==> src/rtl/core/rfsi_pkg.sv <==
// rfsi_pkg: shared types, codes and constants of the reach-filtered sorted insert block.
// No dependencies.
`timescale 1ns / 1ps
`default_nettype none

package rfsi_pkg;

    localparam int ID_W          = 32;
    localparam int DIST_W        = 21;
    localparam int MODE_W        = 2;
    localparam int LIMIT_W       = 16;
    localparam int FACTOR_W      = 7;
    localparam int THRESH_W      = 23;
    localparam int CFG_IDX_W     = 2;
    localparam int CFG_DATA_W    = 16;
    localparam int DEF_TABLE_DEPTH = 64;

    // transport modes
    localparam logic [MODE_W-1:0] MODE_METRO = 2'd0;
    localparam logic [MODE_W-1:0] MODE_BIKE  = 2'd1;
    localparam logic [MODE_W-1:0] MODE_FOOT  = 2'd2;

    // register indexes
    localparam logic [CFG_IDX_W-1:0] REG_TRANSPORT_MODE = 2'd0;
    localparam logic [CFG_IDX_W-1:0] REG_MINUTES_LIMIT  = 2'd1;

    // input kinds
    localparam logic KIND_OFFER = 1'b0;
    localparam logic KIND_DRAIN = 1'b1;

    typedef struct packed {
        logic signed [ID_W-1:0] id;
        logic [DIST_W-1:0]      distance;
    } entry_t;

    typedef struct packed {
        logic insert;
        logic shift;
    } cell_cmd_t;

    // 5 * speed: travel time test is 3*dist <= limit * factor
    function automatic logic [FACTOR_W-1:0] speed_factor(input logic [MODE_W-1:0] mode);
        logic [FACTOR_W-1:0] f;
        case (mode)
            MODE_METRO: f = 7'd100;
            MODE_BIKE:  f = 7'd75;
            MODE_FOOT:  f = 7'd25;
            default:    f = 7'd25;
        endcase
        return f;
    endfunction

endpackage

`default_nettype wire

==> src/rtl/core/rfsi_cell.sv <==
// rfsi_cell: one slot of the sorted chain; compares, inserts and shifts.
// Depends on rfsi_pkg.
`timescale 1ns / 1ps
`default_nettype none

module rfsi_cell import rfsi_pkg::*; (
    input  wire logic      aclk,
    input  wire logic      aresetn,
    input  wire cell_cmd_t cmd,
    input  wire entry_t    new_entry,
    input  wire logic      left_valid,
    input  wire entry_t    left_entry,
    input  wire logic      left_goes_here,
    input  wire logic      right_valid,
    input  wire entry_t    right_entry,
    output logic           valid,
    output entry_t         entry,
    output logic           goes_here
);

    logic   valid_reg, valid_next;
    entry_t entry_reg, entry_next;

    // new item belongs at or before this slot
    assign goes_here = !valid_reg
                    || (entry_reg.distance > new_entry.distance)
                    || ((entry_reg.distance == new_entry.distance)
                        && ($signed(entry_reg.id) > $signed(new_entry.id)));

    always_comb begin
        valid_next = valid_reg;
        entry_next = entry_reg;
        if (cmd.shift) begin
            valid_next = right_valid;
            entry_next = right_entry;
        end else if (cmd.insert) begin
            if (left_goes_here) begin
                valid_next = left_valid;
                entry_next = left_entry;
            end else if (goes_here) begin
                valid_next = 1'b1;
                entry_next = new_entry;
            end
        end
    end

    always_ff @(posedge aclk) begin
        if (!aresetn) begin
            valid_reg <= 1'b0;
        end else begin
            valid_reg <= valid_next;
        end
        entry_reg <= entry_next;
    end

    assign valid = valid_reg;
    assign entry = entry_reg;

endmodule

`default_nettype wire
==> config.mk <==
export PLATFORM = sky130hd
export DESIGN_NAME = rfsi_cell
export DESIGN_NICKNAME = d
export VERILOG_FILES = /design/src/rtl/core/rfsi_pkg.sv /design/src/rtl/core/rfsi_cell.sv
export SDC_FILE = /design/constraint.sdc
export NUM_CORES = 1
export LEC_CHECK = 0
export BUFFER_PORTS_ARGS = -buffer_cell sky130_fd_sc_hd__buf_2
export CORE_ASPECT_RATIO = 1.4
export CORE_MARGIN = 2
export CORE_UTILIZATION = 41
export DETAILED_ROUTE_END_ITERATION = 10
export HOLD_SLACK_MARGIN = 0.03
export PLACE_DENSITY = 0.86
export SLEW_MARGIN = 5
export SYNTH_ARGS = -nofsm -noshare
export SYNTH_HDL_FRONTEND = slang
export SYNTH_SLANG_ARGS = --single-unit
==> constraint.sdc <==
create_clock -name aclk -period 3.65 [get_ports aclk]
set_input_delay 0.73 -clock aclk [delete_from_list [all_inputs] [get_ports aclk]]
set_output_delay 0.73 -clock aclk [all_outputs]
set_load 0.1 [all_outputs]
# Word level (Yosys, flattened, before mapping)
# Cells that the tools add are included.
# op_classes
mux	8
order_cmp	2
eq_ne	1
reduce_logical	7
# ops
operator	n
$mux W53	4
$gt A32 B32 Y1	1
$eq A21 B21 Y1	1
$gt A21 B21 Y1	1
$mux W1	4
$reduce_bool A3 Y1	1
$logic_or A1 B1 Y1	2
$reduce_and A2 Y1	1
$reduce_bool A2 Y1	1
$logic_and A1 B1 Y1	1
$logic_not A1 Y1	1
# word_totals
inputBits	166
out_inout_bits	55
ff_bits	54

# Longest topological paths before layout
# logic_depth
depth_word	7
depth_mapped	9

# Worst setup path after synthesis
# OpenSTA, ideal clock, no wires.
# synth_path
kind	register to output
from	register entry_reg, in the netlist entry[22]
to	output goes_here
t_required_ps	2920
arrival_ps	4196
path_stages_with_launch	8
setup_slack_ps	-1276
n_path_buf	0
cell_sequence	edfxtp_1 -> ha_1 -> nor2b_1 -> o211ai_1 -> a2111oi_0 -> o31ai_1 -> o2bb2ai_1 -> o21ai_0
# synth_via
elab_chain_len	3
# synth_lines
element	line_no	text
start, declared	rfsi_cell.sv:22	entry_t entry_reg, entry_next;
start signal, assigned	rfsi_cell.sv:53	entry_reg <= entry_next;
$gt A32 B32 Y1	rfsi_cell.sv:28	&& ($signed(entry_reg.id) > $signed(new_entry.id)));
$logic_and A1 B1 Y1	rfsi_cell.sv:28	
$logic_or A1 B1 Y1	rfsi_cell.sv:27	|| ((entry_reg.distance == new_entry.distance)
end, declared	rfsi_cell.sv:18	output logic goes_here
# No other way between the ends.

# Worst setup path in the final report
# layout_path
from	input new_entry[26] (netlist name)
to	output goes_here
# layout_via
elab_chain_len	3
# layout_lines
element	line_no	text
start, declared	rfsi_cell.sv:10	input wire entry_t new_entry,
$gt A32 B32 Y1	rfsi_cell.sv:28	
$logic_and A1 B1 Y1	rfsi_cell.sv:28	
$logic_or A1 B1 Y1	rfsi_cell.sv:27	
# No other way between the ends.

==> flow_results.xml <==
<?xml version="1.0" encoding="UTF-8"?>
<metrics>
  <group name="power">
    <metric name="power.switching_fraction" unit="">0.439</metric>
    <metric name="part_of_the_power_in_the_clock_network" unit="">0.209</metric>
    <metric name="gate_power_share" unit="">0.442</metric>
    <metric name="power.total" unit="mW">2.32</metric>
    <metric name="netSwitchingPower" unit="mW">1.02</metric>
    <metric name="static-leakage-power" unit="nW">2.95</metric>
    <metric name="power.internal" unit="mW">1.30</metric>
    <metric name="power.sequential.fraction" unit="">0.349</metric>
    <metric name="max-vdd-ir-drop" unit="mV">0.245</metric>
    <metric name="cellPowerDensity" unit="nW/um^2">419</metric>
  </group>
  <group name="worst_setup_path">
    <metric name="critical-path-max-stage-delay" unit="ns">0.33</metric>
    <metric name="critPathMaxFanout" unit="">2</metric>
    <metric name="critPathBufInv" unit="">3</metric>
    <metric name="startpoint" unit="">new_entry[26]</metric>
    <metric name="cp-start-kind" unit="">input pin</metric>
    <metric name="arrival" unit="ns">2.63</metric>
    <metric name="crit_type" unit="">in2out</metric>
    <metric name="worst_path_dominant_cell_family" unit="">compound AO/OA/AOI/OAI gates</metric>
    <metric name="crit_slowest_cell" unit="">a221o_1</metric>
    <metric name="worstReg2RegStart" unit="">entry[12]</metric>
    <metric name="critical_path_required" unit="ns">2.92</metric>
    <metric name="endpoint_kind" unit="">output port</metric>
    <metric name="timing.critical_path.cells" unit="">buf_2 -&gt; inv_1 -&gt; ha_1 -&gt; a21oi_1 -&gt; o21ai_0 -&gt; a221o_1 -&gt; o31ai_1 -&gt; o2bb2ai_1 -&gt; o21ai_2 -&gt; buf_12</metric>
  </group>
  <group name="timing">
    <metric name="worst_pin_slew" unit="ns">0.868</metric>
    <metric name="relative_max_transition_margin" unit="">0.421</metric>
    <metric name="finClkSkew" unit="ns">0.00493</metric>
    <metric name="fmaxAchievable" unit="MHz">298</metric>
    <metric name="setup_violations" unit="">0</metric>
    <metric name="rsz0062_at_grt" unit="">false</metric>
    <metric name="post-route-min-period" unit="ns">3.36</metric>
    <metric name="timing.final.hold_violations" unit="">0</metric>
    <metric name="tns" unit="ns">0</metric>
    <metric name="hold_ws" unit="ns">0.519</metric>
    <metric name="timing_max_transition_violations_final" unit="">0</metric>
    <metric name="fin_crit_sh" unit="">0.920</metric>
  </group>
  <group name="yosys">
    <metric name="synth_adder_area_share" unit="">0.161</metric>
    <metric name="netlist_instances" unit="">431</metric>
    <metric name="synth_top_family_by_area" unit="">adder cells</metric>
    <metric name="ys_seq_elements" unit="">54</metric>
    <metric name="synth.distinct_cells" unit="">36</metric>
    <metric name="synth.top_cells.by_area" unit="">edfxtp_1, ha_1, mux2i_1</metric>
    <metric name="synth_simple_gate_area_frac" unit="">0.110</metric>
    <metric name="seq_area_frac_synth" unit="">0.392</metric>
    <metric name="post-synth-top-area-cell" unit="">edfxtp_1</metric>
    <metric name="ys_warn_count" unit="">0</metric>
    <metric name="synth_compound_area_frac" unit="">0.138</metric>
    <metric name="post_synth_instance_area" unit="sq um">4110</metric>
    <metric name="synth_xor_area_frac" unit="">0</metric>
    <metric name="synth.area.mux_share" unit="">0.131</metric>
    <metric name="syn-num-nets" unit="">650</metric>
    <metric name="synthesis.area_per_instance" unit="sq um">9.54</metric>
    <metric name="synth_top_area_frac" unit="">0.387</metric>
  </group>
  <group name="drt">
    <metric name="detail_route.drc_violations" unit="">0</metric>
    <metric name="drtIter0Drc" unit="">98</metric>
    <metric name="detail_route.wl_per_cell" unit="um">14.5</metric>
    <metric name="vias_per_cell" unit="">5.08</metric>
    <metric name="via_total_after_detailed_routing" unit="">3973</metric>
    <metric name="drt.antenna.violating_nets" unit="">0</metric>
    <metric name="drt_first_pass_iters" unit="">4</metric>
    <metric name="totalWireLength" unit="um">11300</metric>
  </group>
  <group name="cells_and_area">
    <metric name="commonest_cells_after_routing_fill_and_taps_aside" unit="">buf_2, nand2_1, o21ai_0</metric>
    <metric name="antenna_cells" unit="">0</metric>
    <metric name="flow.area_growth_from_synthesis" unit="%">34.7</metric>
    <metric name="layoutNonFillerInstCount" unit="">782</metric>
    <metric name="nNetsFinal" unit="">865</metric>
    <metric name="fillers" unit="">874</metric>
    <metric name="post_route_cells_drive_above_1_share" unit="">0.368</metric>
    <metric name="layout.cells.most_common" unit="">buf_2</metric>
    <metric name="multi_input_comb_area" unit="sq um">2230</metric>
    <metric name="number_of_flip_flops_in_the_largest_register" unit="">53</metric>
    <metric name="area.sequential" unit="sq um">1610</metric>
  </group>
  <group name="grt">
    <metric name="global_route.overflow_total" unit="">0</metric>
    <metric name="grt_max_degree" unit="">109</metric>
    <metric name="number_of_antenna_violations_at_the_first_check_in_global_routing" unit="">0</metric>
    <metric name="grt_pass1_wl" unit="um">17100</metric>
    <metric name="number_of_global_route_vias_before_repair" unit="">3983</metric>
    <metric name="gr-usage-all-layers" unit="">0.200</metric>
  </group>
  <group name="placed_design">
    <metric name="detailed_placer_s_ending_hpwl" unit="um">9230</metric>
    <metric name="dpl.cell_count" unit="">774</metric>
    <metric name="routabilityCongestion" unit="">0.832</metric>
    <metric name="numPortBuffers" unit="">220</metric>
  </group>
  <group name="clocking">
    <metric name="cts-root-to-sink-buffers" unit="">2</metric>
    <metric name="cts.sinks" unit="">54</metric>
    <metric name="cts-resized-gates" unit="">0</metric>
    <metric name="clock_transition_at_the_registers_of_the_reported_paths" unit="ns">0.07</metric>
    <metric name="clk_root_buffer_cell" unit="">clkbuf_16</metric>
    <metric name="holdBufCountCts" unit="">0</metric>
    <metric name="cts_max_level" unit="">2</metric>
    <metric name="clock_insertion_delay_worst_skew" unit="ns">0.29</metric>
    <metric name="tritoncts.num_buffers" unit="">5</metric>
    <metric name="post-cts-setup-buffer-count" unit="">0</metric>
    <metric name="cts_tree" unit="">built</metric>
  </group>
  <group name="worst_hold_path">
    <metric name="worstHoldPathType" unit="">reg2reg</metric>
    <metric name="worst_hold_startpoint" unit="">valid</metric>
  </group>
  <group name="outcome">
    <metric name="status" unit="">finished, final reports clean</metric>
  </group>
  <group name="floorplan">
    <metric name="design.portCount" unit="">221</metric>
    <metric name="fp.dieArea" unit="sq um">10900</metric>
    <metric name="rows" unit="">43</metric>
    <metric name="die_height" unit="um">123</metric>
    <metric name="floorplan.initialDensity" unit="">0.418</metric>
    <metric name="dieWidth" unit="um">88.6</metric>
    <metric name="core-area" unit="sq um">9850</metric>
  </group>
  <group name="run">
    <metric name="cap_violations" unit="">0</metric>
  </group>
</metrics>
[metrics by stage]
stage | cell area, sq um | utilization | setup WS (ns)
2_1_floorplan | 4120 | - | -0.191
3_3_place_gp | 5390 | 0.548 | 0.301
3_5_place_dp | 5390 | 0.548 | 0.263
4_1_cts | 5540 | 0.563 | 0.262
5_1_grt | 5540 | 0.563 | 0.0888
6_report | 5540 | 0.563 | 0.293
[area by class of cell]
| cell class | instances | area share |
|---|---|---|
| Multi-Input combinational cell | 304 | 0.402 |
| Sequential cell | 54 | 0.291 |
| Timing Repair Buffer | 226 | 0.212 |
| Inverter | 55 | 0.0373 |
| Tap cell | 135 | 0.0305 |
| Clock buffer | 7 | 0.0258 |
| Clock inverter | 1 | 0.000904 |
[cell usage after synthesis, drive strengths merged]
master,n
a21boi,1
nor3,1
clkbuf,12
nor2,3
dfxtp,1
buf,6
o21ai,61
a2111oi,1
and2,1
nand3b,1
inv,55
o211a,1
o211ai,1
o31ai,1
a21oi,20
a31oi,1
a211oi,1
nand3,6
and3,1
and4bb,1
mux2i,54
o2bb2ai,1
a221oi,3
a21o,3
nand4,10
edfxtp,53
a41o,1
ha,53
a221o,1
and4,3
nor2b,2
nand2,68
nor4,2
o41a,1
[power by group through the flow]
stage          registers, mW  logic (mW)  clock network (mW)
2_1_floorplan           1.32       0.276                   0
3_3_place_gp           0.819        1.00                   0
3_5_place_dp           0.824        1.03                   0
4_1_cts                0.811        1.03               0.495
5_1_grt                0.817        1.09               0.523
6_report               0.810        1.03               0.484
[worst paths after layout]
path / to / cells after the start / slack, ns
min reg2reg: valid / 2 / 0.52
min: valid / 2 / 0.52
max reg2reg: entry[48] / 8 / 0.88
max: goes_here / 10 / 0.29
[layer usage]
layer	GRT usage	vias to the layer above	wire length (um)	share of wire
met5	0	-	0	0
met1	0.191	1834	4100	0.36
met4	0.0644	0	210	0.019
li1	-	1982	-	-
met3	0.0356	18	594	0.053
met2	0.409	139	6400	0.57
[kinds of logic after synthesis]
kind of cell,count (synthesis)
AND/OR/NAND/NOR,99
AO/OA/AOI/OAI,98
buffers and inverters,73
multiplexers,54
flip-flops,54
adder cells (fa/ha/maj),53
[worst reg2reg max path, delay by kind of cell, from the launching register on]
family	cells	cell delay, ns
DFF	1	0.42
and+or+nand+nor	3	0.59
AOI/OAI and AO/OA	3	0.79
buffers and inverters	1	0.31
adders and majority gates	1	0.33
(Power assumes the default switching activity.)
