<file path="config.mk">
export PLATFORM = sky130hd
export DESIGN_NAME = rfsi_filter
export DESIGN_NICKNAME = d
export VERILOG_FILES = /design/src/rtl/core/rfsi_pkg.sv /design/src/rtl/core/rfsi_filter.sv
export SDC_FILE = /design/constraint.sdc
export NUM_CORES = 1
export LEC_CHECK = 0
export ABC_AREA = 1
export BUFFER_PORTS_ARGS = -buffer_cell sky130_fd_sc_hd__buf_2
export CAP_MARGIN = 20
export CORE_MARGIN = 2
export CORE_UTILIZATION = 50
export CTS_BUF_LIST = sky130_fd_sc_hd__clkbuf_8
export CTS_CLUSTER_SIZE = 8
export DETAILED_ROUTE_END_ITERATION = 7
export PLACE_DENSITY = 0.7
export SLEW_MARGIN = 10
export SYNTH_ARGS = -nofsm -noshare
export SYNTH_HDL_FRONTEND = slang
export SYNTH_SLANG_ARGS = --single-unit
</file>
<file path="constraint.sdc">
create_clock -name aclk -period 4.4 [get_ports aclk]
set_input_delay 0.44 -clock aclk [delete_from_list [all_inputs] [get_ports aclk]]
set_output_delay 0.44 -clock aclk [all_outputs]
set_load 0.02 [all_outputs]
</file>
<file path="src/rtl/core/rfsi_pkg.sv">
// rfsi_pkg: shared types, codes and constants of the reach-filtered sorted insert block.
// No dependencies.
`timescale 1ns / 1ps
`default_nettype none

package rfsi_pkg;

    localparam int ID_W          = 32;
    localparam int DIST_W        = 21;
    localparam int MODE_W        = 2;
    localparam int LIMIT_W       = 16;
    localparam int FACTOR_W      = 7;
    localparam int THRESH_W      = 23;
    localparam int CFG_IDX_W     = 2;
    localparam int CFG_DATA_W    = 16;
    localparam int DEF_TABLE_DEPTH = 64;

    // transport modes
    localparam logic [MODE_W-1:0] MODE_METRO = 2'd0;
    localparam logic [MODE_W-1:0] MODE_BIKE  = 2'd1;
    localparam logic [MODE_W-1:0] MODE_FOOT  = 2'd2;

    // register indexes
    localparam logic [CFG_IDX_W-1:0] REG_TRANSPORT_MODE = 2'd0;
    localparam logic [CFG_IDX_W-1:0] REG_MINUTES_LIMIT  = 2'd1;

    // input kinds
    localparam logic KIND_OFFER = 1'b0;
    localparam logic KIND_DRAIN = 1'b1;

    typedef struct packed {
        logic signed [ID_W-1:0] id;
        logic [DIST_W-1:0]      distance;
    } entry_t;

    typedef struct packed {
        logic insert;
        logic shift;
    } cell_cmd_t;

    // 5 * speed: travel time test is 3*dist <= limit * factor
    function automatic logic [FACTOR_W-1:0] speed_factor(input logic [MODE_W-1:0] mode);
        logic [FACTOR_W-1:0] f;
        case (mode)
            MODE_METRO: f = 7'd100;
            MODE_BIKE:  f = 7'd75;
            MODE_FOOT:  f = 7'd25;
            default:    f = 7'd25;
        endcase
        return f;
    endfunction

endpackage

`default_nettype wire

</file>
<file path="src/rtl/core/rfsi_filter.sv">
// rfsi_filter: configuration registers and the registered travel time threshold.
// Depends on rfsi_pkg.
`timescale 1ns / 1ps
`default_nettype none

module rfsi_filter import rfsi_pkg::*; (
    input  wire logic                  aclk,
    input  wire logic                  aresetn,
    input  wire logic                  cfg_wr_en,
    input  wire logic [CFG_IDX_W-1:0]  cfg_index,
    input  wire logic [CFG_DATA_W-1:0] cfg_wdata,
    input  wire logic [DIST_W-1:0]     distance,
    output logic                       pass
);

    logic [MODE_W-1:0]   mode_reg, mode_next;
    logic [LIMIT_W-1:0]  limit_reg, limit_next;
    logic [THRESH_W-1:0] thresh_reg, thresh_next;
    logic [THRESH_W-1:0] lhs;

    always_comb begin
        mode_next  = mode_reg;
        limit_next = limit_reg;
        if (cfg_wr_en && cfg_index == REG_TRANSPORT_MODE) begin
            mode_next = cfg_wdata[MODE_W-1:0];
        end
        if (cfg_wr_en && cfg_index == REG_MINUTES_LIMIT) begin
            limit_next = cfg_wdata[LIMIT_W-1:0];
        end
        thresh_next = THRESH_W'(limit_next) * THRESH_W'(speed_factor(mode_next));
    end

    always_ff @(posedge aclk) begin
        if (!aresetn) begin
            mode_reg   <= MODE_FOOT;
            limit_reg  <= '0;
            thresh_reg <= '0;
        end else begin
            mode_reg   <= mode_next;
            limit_reg  <= limit_next;
            thresh_reg <= thresh_next;
        end
    end

    assign lhs  = {1'b0, distance, 1'b0} + THRESH_W'(distance);
    assign pass = (lhs <= thresh_reg);

endmodule

`default_nettype wire

</file>
== Yosys cells after proc, flatten, opt, wreduce, memory -nomap -nowiden ==
Index checks and enable logic that the tools add are counted.

* $mul: 1
* Divide/modulo/power cells: 0
* Bitwise logic cells: 0
* Equal/unequal tests: 2
* Muxes and demuxes: 3
* $lt $le $gt $ge: 1
* Add/sub/neg operators: 1
* Shifts and indexed selects: 0
* Reductions and logical operators: 4

{| class="wikitable"
|+ Operator list
! kind !! number
|-
| adder 22 x 21 -> 23 bit || 1
|-
| <= comparator 23 bit || 1
|-
| multiplier 16 x 7 -> 23 bit || 1
|-
| two-way mux 16 bit || 1
|-
| case mux 7 bit (2 select lines) || 1
|-
| == test 2 x 1 -> 1 bit, second input constant || 2
|-
| logical NOT 2 bit || 2
|-
| logical AND 1 bit || 2
|-
| two-way mux 2 bit || 1
|}

* Bits in read-only memories: 0
* Logic and storage cells: 15
* Input port bits: 42
* Memories: 0
* Bits in latches: 0
* Register bits after elaboration: 41
* Memory bits (writable): 0

== Longest topological paths before layout ==
* Depth after elaboration: 6
* Depth in mapped cells: 31

== Worst setup path before layout ==
No wires, ideal clock.

* Path kind: input port to flip-flop
* Start: in cfg_index[0]
* End: reg thresh_reg[22]
* Setup slack: -0.209 ns
* Stages: 24
* Data arrival time: 4.499 ns
* Library setup time: 0.110 ns
* Buffers on the path: 1
* Path through: nor2_2 > nand2_2 > o21ai_4 > inv_4 > nor2_8 > inv_2 > buf_2 > nor2_1 > fa_1 > fa_1 > fa_1 > inv_1 > fa_1 > inv_1 > ha_1 > nand2_1 > nor2_1 > nand2_1 > nor2_1 > nand2_1 > nand3_1 > nand2_1 > inv_1 > nor2_1

* Word-level cells in the longest chain between the ends: 6
* Elaborated cells between the ends (all ways): 10
* Those cells by class: 1 x mul; 2 x eq/ne; 3 x mux; 4 x reduce/logical

{| class="wikitable"
|+ RTL lines
! item !! line !! RTL
|-
| start: declaration || rfsi_filter.sv:10 || <nowiki>input wire logic [CFG_IDX_W-1:0] cfg_index,</nowiki>
|-
| logical NOT 2 bit || rfsi_filter.sv:24 || <nowiki>if (cfg_wr_en && cfg_index == REG_TRANSPORT_MODE) begin</nowiki>
|-
| logical AND 1 bit || rfsi_filter.sv:24 ||
|-
| two-way mux 2 bit || rfsi_filter.sv:24 ||
|-
| == test 2 x 1 -> 1 bit / logical NOT 2 bit (equally long branches) || rfsi_pkg.sv:44 || <nowiki>case (mode)</nowiki>
|-
| case mux 7 bit (2 select lines) || rfsi_pkg.sv:44 ||
|-
| multiplier 16 x 7 -> 23 bit (*) || rfsi_filter.sv:30 || <nowiki>thresh_next = THRESH_W'(limit_next) * THRESH_W'(speed_factor(mode_next));</nowiki>
|-
| end signal: assignment || rfsi_filter.sv:41 || <nowiki>thresh_reg <= thresh_next;</nowiki>
|-
| end: declaration || rfsi_filter.sv:18 || <nowiki>logic [THRESH_W-1:0] thresh_reg, thresh_next;</nowiki>
|}

Every way passes the cells marked *; elsewhere a longest branch is shown, timed or not.
A chain may end at the register's enable or synchronous reset.

== Worst setup path in the final report ==
* Start: in cfg_index[1]
* End: reg thresh_reg[16]

The elaborated chain is that of the path after synthesis.

==> results.sh <==
export IMPL_cts_hold_buffers_added=0
export IMPL_post_synth_num_cell_types=37
export IMPL_worstSkewPairLatency_ns=0.31
export IMPL_maximum_clock_rate_mhz=225
export IMPL_power_share_switching_pct=43.4
export IMPL_multi_input_comb_area_um2=5580
export IMPL_hold_worst_slack_ns=0.521
export IMPL_share_clk_of_total_power_pct=15.8
export IMPL_number_of_enable_type_register_cells_in_the_synthesized_netlist=0
export IMPL_final_seq_area_um2=821
export IMPL_ys_seq_area_share_pct=12.0
export IMPL_worst_path_buf_inv=7
export IMPL_crit_path_max_fanout=4
export IMPL_synth_mux_area_share_pct=0
export IMPL_syn_avg_cell_area_um2=6.63
export IMPL_final_setup_worst_slack_ns=-0.0490
export IMPL_main_combinational_cell_family_by_area_after_synthesis="adder cells"
export IMPL_top_level_ports=43
export IMPL_synth_xor_area_share_pct=1.67
export IMPL_async_flop_share_pct=0
export IMPL_setup_viol=7
export IMPL_diodes=0
export IMPL_fin_skew_ns=0.00921
export IMPL_grt_antenna_before_repair=0
export IMPL_synthToLayoutAreaGrowth_pct=27.5
export IMPL_worst_ep_required_time_ns=4.61
export IMPL_critical_path_slowest_cell="sky130_fd_sc_hd__fa_1"
export IMPL_yosys_warnings=0
export IMPL_category_of_cells_accounting_for_the_largest_share_of_critical_path_delay="adder cells"
export IMPL_grt_util_all_layers_pct=25.1
export IMPL_dp_hpwl_mm=14.5
export IMPL_critical_path_s_largest_stage_delay_ns=0.55
export IMPL_clockBufferDepth=2
export IMPL_fp_dieW_um=121
export IMPL_dr_total_vias=6668
export IMPL_number_of_flip_flops_in_the_largest_register=23
export IMPL_drt_pre_antenna_iters=5
export IMPL_chipHeight_um=121
export IMPL_fp_coreArea_um2=13300
export IMPL_finalWirelength_mm=17.2
export IMPL_net_switching_power_mw=0.714
export IMPL_initial_utilization_pct=51.3
export IMPL_pwr_density_cell_nw_per_um2=189
export IMPL_clock_tree_sinks=41
export IMPL_synthSimpleGateAreaFrac_pct=28.5
export IMPL_syn_num_nets=1226
export IMPL_drt_iter0_markers=344
export IMPL_power_combinational_fraction_pct=59.2
export IMPL_syn_cell_area_um2=6830
export IMPL_detail_route_drc_violations=0
export IMPL_number_of_global_route_vias_before_repair=6686
export IMPL_antenna_left=0
export IMPL_clk_pin_slew_ns=0.09
export IMPL_std_cell_rows=42
export IMPL_fin_tns_setup_ns=-0.143
export IMPL_wl_per_cell_um=12.6
export IMPL_io_buffer_count=42
export IMPL_cts_max_level=2
export IMPL_timing_final_hold_violations=0
export IMPL_largest_vdd_supply_drop_mv=0.121
export IMPL_critical_path_startpoint_type="primary input"
export IMPL_final_gp_congestion=0.901
export IMPL_cp_common_cell="sky130_fd_sc_hd__inv_1"
export IMPL_final_period_minus_worst_setup_slack_ns=4.45
export IMPL_drive_above_1_share_pct=25.1
export IMPL_synth_main_ff_cell="sky130_fd_sc_hd__dfxtp_1"
export IMPL_post_synth_top_count_cell="sky130_fd_sc_hd__nand2_1"
export IMPL_hp_class="in -> reg"
export IMPL_globalRoute_totalOverflow=0
export IMPL_run_status="finished, violations left"
export IMPL_final_max_slew_violation_count=0
export IMPL_crit_arrival_ns=4.66
export IMPL_synth_cells=1029
export IMPL_synthDominantCellAreaShare_pct=18.2
export IMPL_power_static_leakage_nw=4.84
export IMPL_synth_area_top_cells="sky130_fd_sc_hd__fa_1, sky130_fd_sc_hd__ha_1, sky130_fd_sc_hd__nand2_1"
export IMPL_totalPowerFinal_mw=1.64
export IMPL_grt_setup_unrepaired="yes"
export IMPL_maxCapViolCount=0
export IMPL_cts_made_buffers=5
export IMPL_cts_root_buffer_cell="sky130_fd_sc_hd__clkbuf_8"
export IMPL_setup_worst_path_end_class="flop"
export IMPL_fillers=1186
export IMPL_violations="setup timing"
export IMPL_final_net_count=1377
export IMPL_synth_compound_area_share_pct=8.85
export IMPL_worst_pin_slew_ns=0.615
export IMPL_power_share_sequential_pct=25.1
export IMPL_route_detailed_vias_per_inst=4.91
export IMPL_number_of_flip_flops_and_latches_in_the_synthesized_netlist=41
export IMPL_p_int_mw=0.931
export IMPL_tritoncts="built"
export IMPL_post_synth_top_area_cell="sky130_fd_sc_hd__fa_1"
export IMPL_yosys_top_cells_count="sky130_fd_sc_hd__nand2_1, sky130_fd_sc_hd__inv_1, sky130_fd_sc_hd__nor2_1"
export IMPL_slew_limit_headroom_pct=58.7
export IMPL_layout_worst_path_cycle_share_pct=101
export IMPL_grt_pass1_wl_mm=29.7
export IMPL_largest_net_degree_at_the_start_of_global_routing=24
export IMPL_critPathKind="in -> reg"
export IMPL_yosys_area_share_adder_pct=35.2
export IMPL_die_area_um2=14600
## kinds of logic after synthesis
group / count (synthesis)
simple gates: 472
buf+inv: 242
fa+ha+maj: 155
compound gates: 106
flops: 41
xor+xnor: 13
## routing by layer
metal	GRT usage, %	routed length [um]	part of all wire (%)	vias up
li1	-	-	-	3457
met5	0	0	0	-
met1	35.2	8250	48	3051
met3	2.31	800	4.7	19
met2	42.2	7880	46	141
met4	4.87	228	1.3	0
## path summary, 6_finish.rpt
path | start | to | slack (ns) | cells after the start
min | aresetn | mode_reg[1] | 0.52 | 2
max reg2reg | mode_reg[1] | thresh_reg[15] | 0.09 | 19
min reg2reg | limit_reg[5] | limit_reg[5] | 0.68 | 5
max | cfg_index[1] | thresh_reg[16] | -0.05 | 26
## through the flow
stage                     cell area (um^2)  instances  worst slack, ns  util [%]
after floorplan                       7080       1029         -0.00477         -
after global placement                8220       1339           -0.443      61.8
after detailed placement              8220       1339           -0.459      61.8
after CTS                             8550       1355          -0.0217      64.3
after global routing                  8700       1357           -0.276      65.5
final                                 8700       1357          -0.0490      65.5
## power groups by stage
stage	registers (mW)	logic, mW	clock network (mW)
2_1_floorplan	0.417	0.617	0
3_3_place_gp	0.421	0.885	0
3_5_place_dp	0.421	0.902	0
4_1_cts	0.412	0.950	0.266
5_1_grt	0.415	1.11	0.283
6_report	0.412	0.973	0.259
## final cells by class
class	count	area share [%]
Clock inverter	3	0.201
Timing Repair Buffer	158	13.0
Inverter	227	9.98
Tap cell	176	2.53
Sequential cell	41	9.43
Multi-Input combinational cell	747	64.1
Clock buffer	5	0.791
## layout by cell type (no fill, tap or decap), drive strengths merged
master	count
a21oi	56
nand2	258
ha	93
fa	62
xnor2	5
nor3	7
o21bai	7
xor2	8
a31oi	2
nor4	1
and2	2
nand4	9
buf	158
clkinv	3
or2	5
a21o	2
clkbuf	5
inv	225
nor2	147
nand3	44
o211ai	2
clkinvlp	2
a21boi	1
o21ai	36
dfxtp	41
## what timing repair did
action / CTS / global route
gates cloned: 1 / 0
setup buffers: 7 / 2
pin swaps: 17 / 9
resized for setup: 49 / 45
setup endpoints to repair: 13 / 16
## worst register-to-register path, stage by stage (launching register included)
cell and delay, ns:
sky130_fd_sc_hd__dfxtp_1 0.33, sky130_fd_sc_hd__inv_1 0.05, sky130_fd_sc_hd__nand2_2 0.07, sky130_fd_sc_hd__o21ai_4 0.07, sky130_fd_sc_hd__inv_4 0.14, sky130_fd_sc_hd__nor2_8 0.07
sky130_fd_sc_hd__buf_6 0.15, sky130_fd_sc_hd__nor2_1 0.20, sky130_fd_sc_hd__fa_1 0.48, sky130_fd_sc_hd__fa_1 0.51, sky130_fd_sc_hd__fa_1 0.51, sky130_fd_sc_hd__inv_1 0.06
sky130_fd_sc_hd__fa_1 0.50, sky130_fd_sc_hd__inv_1 0.06, sky130_fd_sc_hd__ha_4 0.30, sky130_fd_sc_hd__nand2_2 0.09, sky130_fd_sc_hd__o21bai_1 0.29, sky130_fd_sc_hd__nor2_1 0.09
sky130_fd_sc_hd__a21oi_1 0.18, sky130_fd_sc_hd__nor2_2 0.06
Note: power is estimated with default switching activity, not from simulation.
